===== config.mk =====
export PLATFORM = sky130hd
export DESIGN_NAME = u64_to_decimal_ascii
export DESIGN_NICKNAME = d
export VERILOG_FILES = /design/src/dta_pkg.sv /design/src/u64_to_decimal_ascii.sv /design/src/dta_bcd_cell.sv
export SDC_FILE = /design/constraint.sdc
export NUM_CORES = 1
export LEC_CHECK = 0
export BUFFER_PORTS_ARGS = -buffer_cell sky130_fd_sc_hd__buf_2
export CORE_MARGIN = 10
export CORE_UTILIZATION = 56
export DETAILED_ROUTE_END_ITERATION = 10
export GPL_TIMING_DRIVEN = 0
export MAX_ROUTING_LAYER = met4
export PLACE_DENSITY = 0.86
export SLEW_MARGIN = 20
export SYNTH_ARGS = -nofsm -noshare
export SYNTH_HDL_FRONTEND = slang
export SYNTH_SLANG_ARGS = --single-unit

===== constraint.sdc =====
create_clock -name clk -period 7.7 [get_ports clk]
set_clock_uncertainty 0.05 [all_clocks]
set_input_delay 0 -clock clk [delete_from_list [all_inputs] [get_ports clk]]
set_output_delay 0 -clock clk [all_outputs]
set_load 0.01 [all_outputs]

===== src/dta_pkg.sv =====
// Shared constants and types for the decimal ASCII converter.
// Depends on nothing; the top level and the digit cell import it.
package dta_pkg;

	localparam int VALUE_BITS = 64;
	// Decimal digits needed for the largest VALUE_BITS-bit number.
	localparam int NUM_DIGITS = 20;
	localparam int DIGIT_W = 4;
	localparam int CHAR_W = 6;
	localparam int BIT_CNT_W = $clog2(VALUE_BITS);
	localparam int DIG_CNT_W = $clog2(NUM_DIGITS + 1);

	localparam logic [CHAR_W-1:0] ASCII_ZERO = CHAR_W'(48);
	localparam logic [DIGIT_W-1:0] DIGIT_ADJ_MIN = DIGIT_W'(5);
	localparam logic [DIGIT_W-1:0] DIGIT_ADJ = DIGIT_W'(3);

	typedef enum logic [2:0] {
		ST_IDLE = 3'b001,
		ST_CONV = 3'b010,
		ST_EMIT = 3'b100
	} state_t;

	// Control shared by all digit cells.
	typedef struct packed {
		logic clear;
		logic shift_bit;
		logic shift_digit;
	} cell_ctrl_t;

endpackage


===== src/u64_to_decimal_ascii.sv =====
// Unsigned binary to decimal ASCII converter, top level.
// Depends on dta_pkg and dta_bcd_cell.
//
// Each input transaction carries one 64-bit unsigned number. The block answers
// with one output transaction per decimal digit, most significant first, with
// no leading zeros; zero gives the single character '0'. tlast marks the least
// significant digit. A number is loaded, then its bits shift through a chain of
// 20 BCD digit cells, then the digits shift toward the output, where leading
// zeros are dropped and each kept digit waits for m_tready. A new number is
// taken only after the last digit has been delivered.
module u64_to_decimal_ascii (
	input  logic        clk,
	input  logic        arst_n,
	input  logic        s_tvalid,
	output logic        s_tready,
	input  logic [63:0] s_tdata,  // [63:0] value
	output logic        m_tvalid,
	input  logic        m_tready,
	output logic [7:0]  m_tdata,  // [5:0] digit_char, [7:6] zero
	output logic        m_tlast   // last_digit
);
	import dta_pkg::*;

	state_t                  state_q;
	logic [VALUE_BITS-1:0]   value_q;
	logic [BIT_CNT_W-1:0]    bit_cnt_q;
	logic [DIG_CNT_W-1:0]    remain_q;
	logic                    started_q;
	cell_ctrl_t              ctrl;
	logic                    accept;
	logic                    emit_valid;
	logic                    advance;
	logic                    last_digit;
	logic [NUM_DIGITS-1:0]   carry;
	logic [DIGIT_W-1:0]      digits [NUM_DIGITS];
	logic [DIGIT_W-1:0]      top_digit;

	assign accept = s_tvalid && s_tready;
	assign s_tready = (state_q == ST_IDLE);
	assign top_digit = digits[NUM_DIGITS-1];
	assign last_digit = (remain_q == DIG_CNT_W'(1));

	// Leading zeros are dropped, but the units digit always goes out.
	assign emit_valid = (state_q == ST_EMIT) &&
		(started_q || (top_digit != '0) || last_digit);
	assign advance = (state_q == ST_EMIT) && (!emit_valid || m_tready);

	assign ctrl.clear = accept;
	assign ctrl.shift_bit = (state_q == ST_CONV);
	assign ctrl.shift_digit = advance;

	genvar i;
	generate
		for (i = 0; i < NUM_DIGITS; i++) begin : g_cell
			if (i == 0) begin : g_first
				dta_bcd_cell u_cell (
					.clk       (clk),
					.arst_n    (arst_n),
					.ctrl      (ctrl),
					.bit_in    (value_q[VALUE_BITS-1]),
					.digit_in  ('0),
					.carry_out (carry[i]),
					.digit     (digits[i])
				);
			end else begin : g_next
				dta_bcd_cell u_cell (
					.clk       (clk),
					.arst_n    (arst_n),
					.ctrl      (ctrl),
					.bit_in    (carry[i-1]),
					.digit_in  (digits[i-1]),
					.carry_out (carry[i]),
					.digit     (digits[i])
				);
			end
		end
	endgenerate

	always_ff @(posedge clk or negedge arst_n) begin
		if (!arst_n) begin
			state_q   <= ST_IDLE;
			bit_cnt_q <= '0;
			remain_q  <= '0;
			started_q <= 1'b0;
		end else begin
			case (state_q)
				ST_IDLE: begin
					if (accept) begin
						state_q   <= ST_CONV;
						bit_cnt_q <= '0;
						started_q <= 1'b0;
					end
				end
				ST_CONV: begin
					bit_cnt_q <= bit_cnt_q + BIT_CNT_W'(1);
					if (bit_cnt_q == BIT_CNT_W'(VALUE_BITS - 1)) begin
						state_q  <= ST_EMIT;
						remain_q <= DIG_CNT_W'(NUM_DIGITS);
					end
				end
				ST_EMIT: begin
					if (advance) begin
						remain_q <= remain_q - DIG_CNT_W'(1);
						if (emit_valid) begin
							started_q <= 1'b1;
						end
						if (last_digit) begin
							state_q <= ST_IDLE;
						end
					end
				end
				default: begin
					state_q <= ST_IDLE;
				end
			endcase
		end
	end

	always_ff @(posedge clk) begin
		if (accept) begin
			value_q <= s_tdata[VALUE_BITS-1:0];
		end else if (state_q == ST_CONV) begin
			value_q <= {value_q[VALUE_BITS-2:0], 1'b0};
		end
	end

	assign m_tvalid = emit_valid;
	assign m_tdata = {2'b00, ASCII_ZERO + CHAR_W'(top_digit)};
	assign m_tlast = last_digit;

endmodule


===== src/dta_bcd_cell.sv =====
// One BCD digit cell of the shift-and-add-3 chain.
// Depends on dta_pkg.
module dta_bcd_cell (
	input  logic                          clk,
	input  logic                          arst_n,
	input  dta_pkg::cell_ctrl_t           ctrl,
	input  logic                          bit_in,
	input  logic [dta_pkg::DIGIT_W-1:0]   digit_in,
	output logic                          carry_out,
	output logic [dta_pkg::DIGIT_W-1:0]   digit
);
	import dta_pkg::*;

	logic [DIGIT_W-1:0] digit_q;
	logic [DIGIT_W-1:0] adj;

	// A digit of five or more overflows when doubled, so add three first.
	always_comb begin
		adj = (digit_q >= DIGIT_ADJ_MIN) ? digit_q + DIGIT_ADJ : digit_q;
	end

	assign carry_out = adj[DIGIT_W-1];
	assign digit = digit_q;

	always_ff @(posedge clk or negedge arst_n) begin
		if (!arst_n) begin
			digit_q <= '0;
		end else if (ctrl.clear) begin
			digit_q <= '0;
		end else if (ctrl.shift_bit) begin
			digit_q <= {adj[DIGIT_W-2:0], bit_in};
		end else if (ctrl.shift_digit) begin
			digit_q <= digit_in;
		end
	end

endmodule


### Word-level counts from Yosys, hierarchy flattened

Index checks and enable logic that the tools add are counted.

| storage, ports and cells | value |
|---|---|
| register bits after elaboration | 159 |
| logic and storage cells | 191 |
| input port bits | 68 |
| output and inout port bits | 11 |

| operators by class | value |
|---|---|
| mux-type cells | 96 |
| $lt $le $gt $ge | 20 |
| reduce and logical (&&, ||, !) cells | 17 |
| add/subtract/negate cells | 23 |
| equal/unequal tests | 10 |

Operators by type and width:

| cell | count |
|---|---|
| 4-bit 2-to-1 mux | 79 |
| 64-bit 2-to-1 mux | 2 |
| 4-bit by 3-bit >= comparator with 1-bit output, second input constant | 20 |
| 4-bit by 2-bit adder with 4-bit output, second input constant | 19 |
| 3-bit 2-to-1 mux | 5 |
| 6-bit one-hot mux with 2 select lines | 1 |
| 5-bit 2-to-1 mux | 2 |
| 5-bit one-hot mux with 2 select lines | 1 |
| 3-bit one-hot mux with 3 select lines | 1 |
| 4-bit AND reduction | 2 |
| 2-bit nonzero test | 4 |
| 5-bit by 5-bit adder with 6-bit output, first input constant | 1 |
| 6-bit by 1-bit adder with 6-bit output, second input constant | 1 |
| 6-bit == test, second input constant | 1 |
| 6-bit 2-to-1 mux | 1 |
| 2-bit inequality test, second input constant | 3 |
| 5-bit by 1-bit == test with 1-bit output, second input constant | 1 |
| 5-bit by 1-bit subtractor with 5-bit output, second input constant | 1 |
| 2-bit by 1-bit inequality test with 1-bit output, second input constant | 2 |
| 4-bit nonzero test | 1 |
| 3-bit by 2-bit adder with 3-bit output, second input constant | 1 |
| 3-bit by 1-bit == test with 1-bit output, second input constant | 1 |
| 3-bit by 2-bit == test with 1-bit output, second input constant | 1 |
| 3-bit == test, second input constant | 1 |
| other kinds (8) | 14 |

### Longest topological paths before layout

Gate-level depths: netlist (run 1).

| logic depth | value |
|---|---|
| depth in word-level cells | 10 |
| gate-level depth with buffers | 9 |

### Hierarchy

From an unflattened synthesis (run 1), not the netlist that was laid out.

| second synthesis, totals | value |
|---|---|
| cells, all modules | 1143 |
| area, all modules | 10453.8 sq um |

Modules (own cells, without submodules):

| module | area each (sq um) | cells each | sequential area each (sq um) | instances |
|---|---|---|---|---|
| dta_bcd_cell | 344.1 | 39 | 100.1 | 20 |
| u64_to_decimal_ascii | 3572.2 | 363 | 2298.5 | 1 |

### Worst setup path before layout (run 1)

OpenSTA, ideal clock, no wires.

| timing path | value |
|---|---|
| path type | register -> register |
| start point | register state_q[0] |
| end point | register value_q[0], enable pin |
| stages on the path, launching flop included | 6 |
| required time | 7.196 ns |
| data arrival time | 2.946 ns |
| path slack | 4.250 ns |
| cell sequence | dfstp_2 > nand3b_1 > a21o_1 > buf_2 > inv_1 > clkbuf_1 |

| on the way | value |
|---|---|
| longest elaborated chain between the ends | 3 |
| elaborated cells on any way between the ends | 4 |
| those cells by class | 2 x eq/ne; 2 x reduce/logical |

Ends and longest elaborated chain:

| what | line | RTL |
|---|---|---|
| start, declared | u64_to_decimal_ascii.sv:24 | `state_t state_q;` |
| start signal, assigned | u64_to_decimal_ascii.sv:81 | `state_q <= ST_IDLE;` |
| start signal, assigned | u64_to_decimal_ascii.sv:89 | `state_q <= ST_CONV;` |
| start signal, assigned | u64_to_decimal_ascii.sv:97 | `state_q <= ST_EMIT;` |
| 3-bit by 1-bit == test with 1-bit output | u64_to_decimal_ascii.sv:39 | `assign s_tready = (state_q == ST_IDLE);` |
| 1-bit logical AND | u64_to_decimal_ascii.sv:38 | `assign accept = s_tvalid && s_tready;` |
| 2-bit nonzero test (no line) * | n/a |  |
| end signal, assigned | u64_to_decimal_ascii.sv:121 | `value_q <= s_tdata[VALUE_BITS-1:0];` |
| end signal, assigned | u64_to_decimal_ascii.sv:123 | `value_q <= {value_q[VALUE_BITS-2:0], 1'b0};` |
| end, declared | u64_to_decimal_ascii.sv:25 | `logic [VALUE_BITS-1:0] value_q;` |

Mark *: on every way between the ends. The rest lies on a longest branch, timed or not.
A chain may end at the register's enable or synchronous reset.

### Worst setup path after layout (run 1)

| timing path | value |
|---|---|
| start point | register g_cell[19].g_next.u_cell.digit_q[0] |
| end point | register g_cell[17].g_next.u_cell.digit_q[0] |

| on the way | value |
|---|---|
| longest elaborated chain between the ends | 8 |

Ends and longest elaborated chain:

| what | line | RTL |
|---|---|---|
| start, declared | dta_bcd_cell.sv:14 | `logic [DIGIT_W-1:0] digit_q;` |
| start signal, assigned | dta_bcd_cell.sv:31 | `digit_q <= {adj[DIGIT_W-2:0], bit_in};` |
| start signal, assigned | dta_bcd_cell.sv:33 | `digit_q <= digit_in;` |
| 4-bit nonzero test | u64_to_decimal_ascii.sv:45 | `(started_q \|\| (top_digit != '0) \|\| last_digit);` |
| 1-bit logical OR (2 in series) | u64_to_decimal_ascii.sv:45 |  |
| 1-bit logical AND | u64_to_decimal_ascii.sv:44 | `assign emit_valid = (state_q == ST_EMIT) &&` |
| 1-bit zero test | u64_to_decimal_ascii.sv:46 | `assign advance = (state_q == ST_EMIT) && (!emit_valid \|\| m_tready);` |
| 1-bit logical OR | u64_to_decimal_ascii.sv:46 |  |
| 1-bit logical AND | u64_to_decimal_ascii.sv:46 |  |
| 3-bit nonzero test (no line) | n/a |  |
| end signal, assigned | dta_bcd_cell.sv:31 |  |
| end signal, assigned | dta_bcd_cell.sv:33 |  |
| end, declared | dta_bcd_cell.sv:14 |  |

Every way passes these cells.

==> flow_summary.json, run 1 <==
{
  "cts_tree": "done",
  "max-vdd-ir-drop_mv": 0.2270,
  "grt_pass1_wl_mm": 42.26,
  "routed_via_density": 6.045,
  "cts_setup_buffers": 0,
  "cts_buffer_depth": 2,
  "dp_hpwl_mm": 14.73,
  "syn2layout_area_growth_pct": 21.81,
  "crit_slowest_cell": "nor2_1",
  "slew_headroom": 0.4921,
  "criticalPathCategory": "register to register",
  "clk_pin_slew_ps": 70,
  "die-width_um": 146.6,
  "min_path_type": "input port to async pin",
  "htreeDepth": 4,
  "wl_per_cell_um": 20.89,
  "clock_power_share": 0.181,
  "arrival_ps": 3000,
  "hold_violations": 0,
  "seqPwrFrac": 0.376,
  "total_leakage_power_nw": 4.556,
  "rsz0062_at_grt": "no",
  "top_level_ports": 79,
  "synth_area_um2": 8971,
  "antennaDiodeCount": 0,
  "fin_crit_sh": 0.3557,
  "drt-total-wl_mm": 26.71,
  "postRouteAntennaNets": 0,
  "synthArstFlopShare": 0.5975,
  "place_congestion": 0.8375,
  "maxCapViolCount": 0,
  "yosys.area.top_type": "dfrtp_1",
  "cp_cell_sequence": "inv_1 > ha_1 > nor4b_2 > a21oi_2 > nor2_1 > buf_2 > a21oi_1 > o22a_1",
  "io_buffers": 74,
  "initial_core_util": 0.5689,
  "grt_pass1_vias": 7639,
  "core_area_um2": 15770,
  "fmax_mhz": 365.1,
  "ys_types": 46,
  "finish.net_count": 1162,
  "drv_slew": 0,
  "synth_seq_cells": 159,
  "power_density_nw_per_um2": 422.5,
  "min_period_ps": 2739,
  "ys_seq_area_frac": 0.4794,
  "swShare": 0.4117,
  "grt_max_degree": 79,
  "drive_gt1_frac": 0.1929,
  "die_h_um": 146.6,
  "drcViolationCount": 0,
  "clock-sinks": 159,
  "ys_top_cells_by_area": "dfrtp_1 (26%), edfxtp_1 (21%), mux2_2 (7.9%)",
  "critPathMaxStageDelay_ps": 510,
  "synthFlopType": "dfrtp_1",
  "synth.top_cells.by_count": "a21oi_1 (119), dfrtp_1 (94), nand2_1 (87), nor2_1 (76), edfxtp_1 (64)",
  "firstDrtPassIters": 7,
  "ctsResizeCount": 0,
  "final-instance-count-excl-fill": 1279,
  "critPathLaunchType": "register",
  "crit_path_end_kind": "register",
  "yosys_warnings": 0,
  "fillers": 1053,
  "setup_tns_ps": 0,
  "synthCells": 885,
  "antenna_found_initial": 0,
  "worstPathRequired_ps": 7960,
  "p_sw_w": 0.001901,
  "rows": 46,
  "insertion_delay_ps": 430,
  "synth_edf_count": 64,
  "overflow": 0,
  "dp_cells": 1179,
  "cts_root_buf": "clkbuf_16",
  "drt_iter0_drc": 994,
  "worst_pin_slew_ps": 759.3,
  "synth_top_area_frac": 0.2622,
  "die_area_um2": 21480,
  "setup-violations-final": 0,
  "cts_buffers": 17,
  "routed-via-count": 7732,
  "grt_usage": 0.2520,
  "internal_power_w": 0.002716,
  "hold_buffers": 68,
  "combPwrFrac": 0.444,
  "cp_max_fo": 10,
  "synth.most_common_cell": "a21oi_1",
  "syn_avg_cell_area_um2": 10.14,
  "status": "complete, no violations"
}
==> worst max-delay path: cells and delay by family (launching register included) <==
family	cells	cell delay, ps
AO/OA/AOI/OAI	3	470
adder cells (fa/ha/maj)	1	170
flip-flops	1	460
AND/OR/NAND/NOR	2	910
buffers and inverters	2	580
==> cells in the final DEF (no fill, tap or decap), types with 4 or more instances in the layout <==
master,count
buf_6,7
edfxtp_1,64
o21ai_0,53
dlygate4sd3_1,68
nand2_1,87
o22a_1,31
mux2_2,63
nor2_1,76
clkbuf_16,17
mux2i_1,20
a21oi_1,119
clkinv_4,4
o21a_1,13
inv_1,45
ha_1,44
buf_4,8
dfrtp_1,94
xor2_1,4
xnor2_1,21
nand2b_1,22
nor3b_1,29
o21ai_1,10
conb_1,4
clkbuf_1,21
o221ai_1,7
buf_2,85
==> power groups by stage <==
stage / Sequential (W) / Clock [W] / Combinational [W]
final: 0.00173 / 0.000834 / 0.00205
after global routing: 0.00177 / 0.000867 / 0.00226
after CTS: 0.00170 / 0.000814 / 0.00198
after detailed placement: 0.00170 / 0 / 0.00193
after global placement: 0.00170 / 0 / 0.00183
after floorplan: 0.00161 / 0 / 0.00151
==> path summary, 6_finish.rpt <==
kind	startpoint	to	slack, ps	cells after the start
worst max register to register	g_cell[19].g_next.u_cell.digit[0]	g_cell[17].g_next.u_cell.digit[0]	4960	8
worst min register to register	value_q[50]	value_q[51]	500	1
worst min-delay path	arst_n	g_cell[4].g_next.u_cell.digit[2]	80	3
min in group clk	s_tdata[51]	value_q[51]	370	3
worst max-delay path	g_cell[19].g_next.u_cell.digit[0]	g_cell[17].g_next.u_cell.digit[0]	4960	8
max in group asynchronous	arst_n	g_cell[9].g_next.u_cell.digit[2]	6410	3
==> sequential cells by signal, summed over array words and instances (netlist names) <==
register and count:
started_q 1, bit_cnt_q 6, value_q 64, g_cell.g_next.u_cell.digit 76, state_q 3, remain_q 5
g_cell.g_first.u_cell.digit 4
==> per-stage QoR <==
step           area (um^2)  power [W]  setup slack, ps  hold WS (ps)  utilization
2_1_floorplan         8979   0.003123             4250        -345.6            -
3_3_place_gp          9619   0.003524             3255         235.7       0.6100
3_5_place_dp          9684   0.003631             5187        -199.4       0.6141
4_1_cts              10930   0.004487             5162         106.3       0.6930
5_1_grt              10930   0.004905             4882         117.2       0.6930
6_report             10930   0.004617             4961         80.67       0.6930
==> kinds of logic after synthesis <==
| logic type | Yosys count | share of synthesized area |
|---|---|---|
| flops | 159 | 0.4794 |
| buf+inv | 96 | 0.05021 |
| fa+ha+maj | 44 | 0.06137 |
| simple gates | 233 | 0.1241 |
| compound gates | 243 | 0.1583 |
| other cells | 2 | 0.0008371 |
| xor+xnor | 25 | 0.02441 |
| mux | 83 | 0.1014 |
==> routing by layer <==
layer  track usage  vias to the layer above  part of all wire
met5             -                        -                 0
met4        0.1216                        0             0.045
met3       0.05964                       99             0.083
met2        0.4026                      485              0.49
met1        0.2948                     3695              0.38
li1              -                     3453                 -
==> cell type report <==
type / count / area, um^2 / area share
clock buffer: 17 / 425.4 / 0.03893
inverter: 45 / 168.9 / 0.01546
timing repair buffer: 144 / 1112 / 0.1018
buffer: 51 / 285.3 / 0.02610
multi-input combinational: 632 / 4228 / 0.3869
sequential: 159 / 4300 / 0.3935
clock inverter: 15 / 137.6 / 0.01259
tap: 216 / 270.3 / 0.02473
(Power assumes the default switching activity.)
==> inputs of run 2 (changes only) <==
Settings changed: CORE_UTILIZATION 56 to 54.
Clock period 7.7 ns to 2.27 ns, I/O delays scaled along.
==> flow_summary.json, run 2 (synthesis gave the netlist of run 1 again) <==
{
  "antenna_found_initial": 0,
  "cts_tree": "done",
  "antennaDiodeCount": 0,
  "insertion_delay_ps": 440,
  "max-vdd-ir-drop_mv": 0.8168,
  "setup-violations-final": 12,
  "rows": 47,
  "top_level_ports": 79,
  "initial_core_util": 0.5468,
  "drive_gt1_frac": 0.2254,
  "grt_pass1_vias": 7568,
  "regToRegEndpoint": "g_cell[19].g_next.u_cell.digit[2]",
  "io_buffers": 74,
  "die_area_um2": 22170,
  "cpMostUsedCell": "buf_6",
  "whs_ps": 11.42,
  "cp_max_fo": 10,
  "cp_num_buf_inv": 3,
  "drt-total-wl_mm": 26.99,
  "place_congestion": 0.8598,
  "final_cell_mix": "a21oi_1 (114), dfrtp_1 (93), nand2_1 (87)",
  "drv_slew": 0,
  "postRouteAntennaNets": 0,
  "fmax_mhz": 421.1,
  "min_period_ps": 2375,
  "finish.net_count": 1168,
  "wl_per_cell_um": 20.94,
  "rrSetupSlack_ps": -100,
  "crit_start": "remain_q[1]",
  "crit_path_end_kind": "register",
  "worst_pin_slew_ps": 669.4,
  "grt_max_degree": 74,
  "firstDrtPassIters": 5,
  "criticalPathCategory": "register to register",
  "drt_iter0_drc": 944,
  "met1_usage": 0.2811,
  "hold_violations": 0,
  "grt_usage": 0.2346,
  "place_ws_ps": -284.8,
  "crit_cells": 9,
  "critPathMaxStageDelay_ps": 520,
  "htreeDepth": 4,
  "setup_tns_ps": -355.2,
  "crit_end": "g_cell[19].g_next.u_cell.digit[2]",
  "met3_usage": 0.04794,
  "worstPathRequired_ps": 2560,
  "crit_slowest_cell": "or4b_4",
  "routed_via_density": 6.114,
  "die_h_um": 148.9,
  "violations": "setup timing",
  "die-width_um": 148.9,
  "power_density_nw_per_um2": 1422,
  "cts_buffers": 17,
  "rsz0062_at_grt": "yes",
  "timing.final.ws_setup_ps": -104.5,
  "clock-sinks": 159,
  "cts_buffer_depth": 2,
  "grt_util_met2": 0.3892,
  "maxCapViolCount": 0,
  "r2r-start": "remain_q[1]",
  "clk_pin_slew_ps": 70,
  "syn2layout_area_growth_pct": 25.08,
  "r2r_cells": 9,
  "min_path_type": "input port to async pin",
  "dp_hpwl_mm": 14.45,
  "status": "finished, violations left",
  "cts_root_buf": "clkbuf_16",
  "cpLargestDelayFamily": "simple AND/OR/NAND/NOR gates",
  "fillers": 1091,
  "routed-via-count": 7881,
  "cp_cell_sequence": "inv_2 > ha_1 > or4b_4 > a21oi_4 > nand2b_4 > buf_6 > buf_6 > o21ai_0 > a21oi_1",
  "top_usage_layer": "met2",
  "final_common_cell": "a21oi_1",
  "drcViolationCount": 0,
  "total_leakage_power_nw": 4.702,
  "largest_reg_flops": 76,
  "arrival_ps": 2660,
  "core_area_um2": 16410,
  "critPathLaunchType": "register",
  "slew_headroom": 0.5537,
  "overflow": 0,
  "grt_pass1_wl_mm": 40.45,
  "fin_crit_sh": 1.046
}
-- run 2: changes by cell type in the layout (fill, tap and decap cells not counted), moves of 3 or more --
cell	before	now
buf_8	0	4
buf_6	7	11
buf_4	8	18
clkbuf_1	21	8
clkbuf_2	0	7
buf_2	85	79
a21oi_2	1	5
inv_6	3	6
a21oi_1	119	114
-- run 2: through the flow --
stage	power, W	instances	util	area (um^2)
after detailed placement	0.01224	1182	0.5889	9662
after CTS	0.01526	1281	0.6696	10990
after floorplan	0.01055	887	-	8982
after global placement	0.01189	1181	0.5868	9628
after global routing	0.01688	1289	0.6839	11220
final	0.01595	1289	0.6839	11220
-- run 2: worst min-delay path by stage --
stage,startpoint,endpoint,slack [ps],cells past startpoint
6_report,arst_n,g_cell[4].g_next.u_cell.digit[2],10,3
5_1_grt,arst_n,g_cell[4].g_next.u_cell.digit[1],30,3
4_1_cts,arst_n,g_cell[4].g_next.u_cell.digit[2],30,3
3_5_place_dp,arst_n,g_cell[4].g_next.u_cell.digit[1],-150,1
3_3_place_gp,m_tready,state_q[0],230,3
2_1_floorplan,arst_n,bit_cnt_q[0],-350,0
-- run 2: cell type report --
class | count | area [um^2] | area share
repair buffers | 150 | 1199 | 0.1068
multi-input cells | 633 | 4325 | 0.3855
flip-flops and latches | 159 | 4302 | 0.3834
inverters | 45 | 168.9 | 0.01505
clock inverters | 14 | 148.9 | 0.01327
plain buffers | 50 | 372.9 | 0.03323
well taps | 220 | 275.3 | 0.02453
clock buffers | 18 | 429.2 | 0.03825
-- run 2: power by group --
part	switching [W]	internal [W]
Clock	0.00134	0.00155
Combinational	0.00393	0.00323
Sequential	0.00131	0.00458
-- run 2: routing by layer --
metal | part of all wire | vias to the layer above
li1 | - | 3464
met1 | 0.38 | 3832
met2 | 0.50 | 489
met3 | 0.090 | 96
met4 | 0.033 | 0
met5 | 0 | -
-- run 2: worst reg2reg max path, cell delays in order, from the launching register on --
cell,delay [ps]
dfrtp_1,400
inv_2,70
ha_1,140
or4b_4,520
a21oi_4,220
nand2b_4,160
buf_6,160
buf_6,160
o21ai_0,120
a21oi_1,260
-- run 2: repair_timing --
action / 4_1_cts / 5_1_grt
hold buffers: 68 / 0
endpoints found under the hold margin: 161 / 0
gates resized for setup: 19 / 59
pin swaps: 0 / 3
setup buffers: 0 / 5
cloned: 0 / 3
setup endpoints to repair: 202 / 147
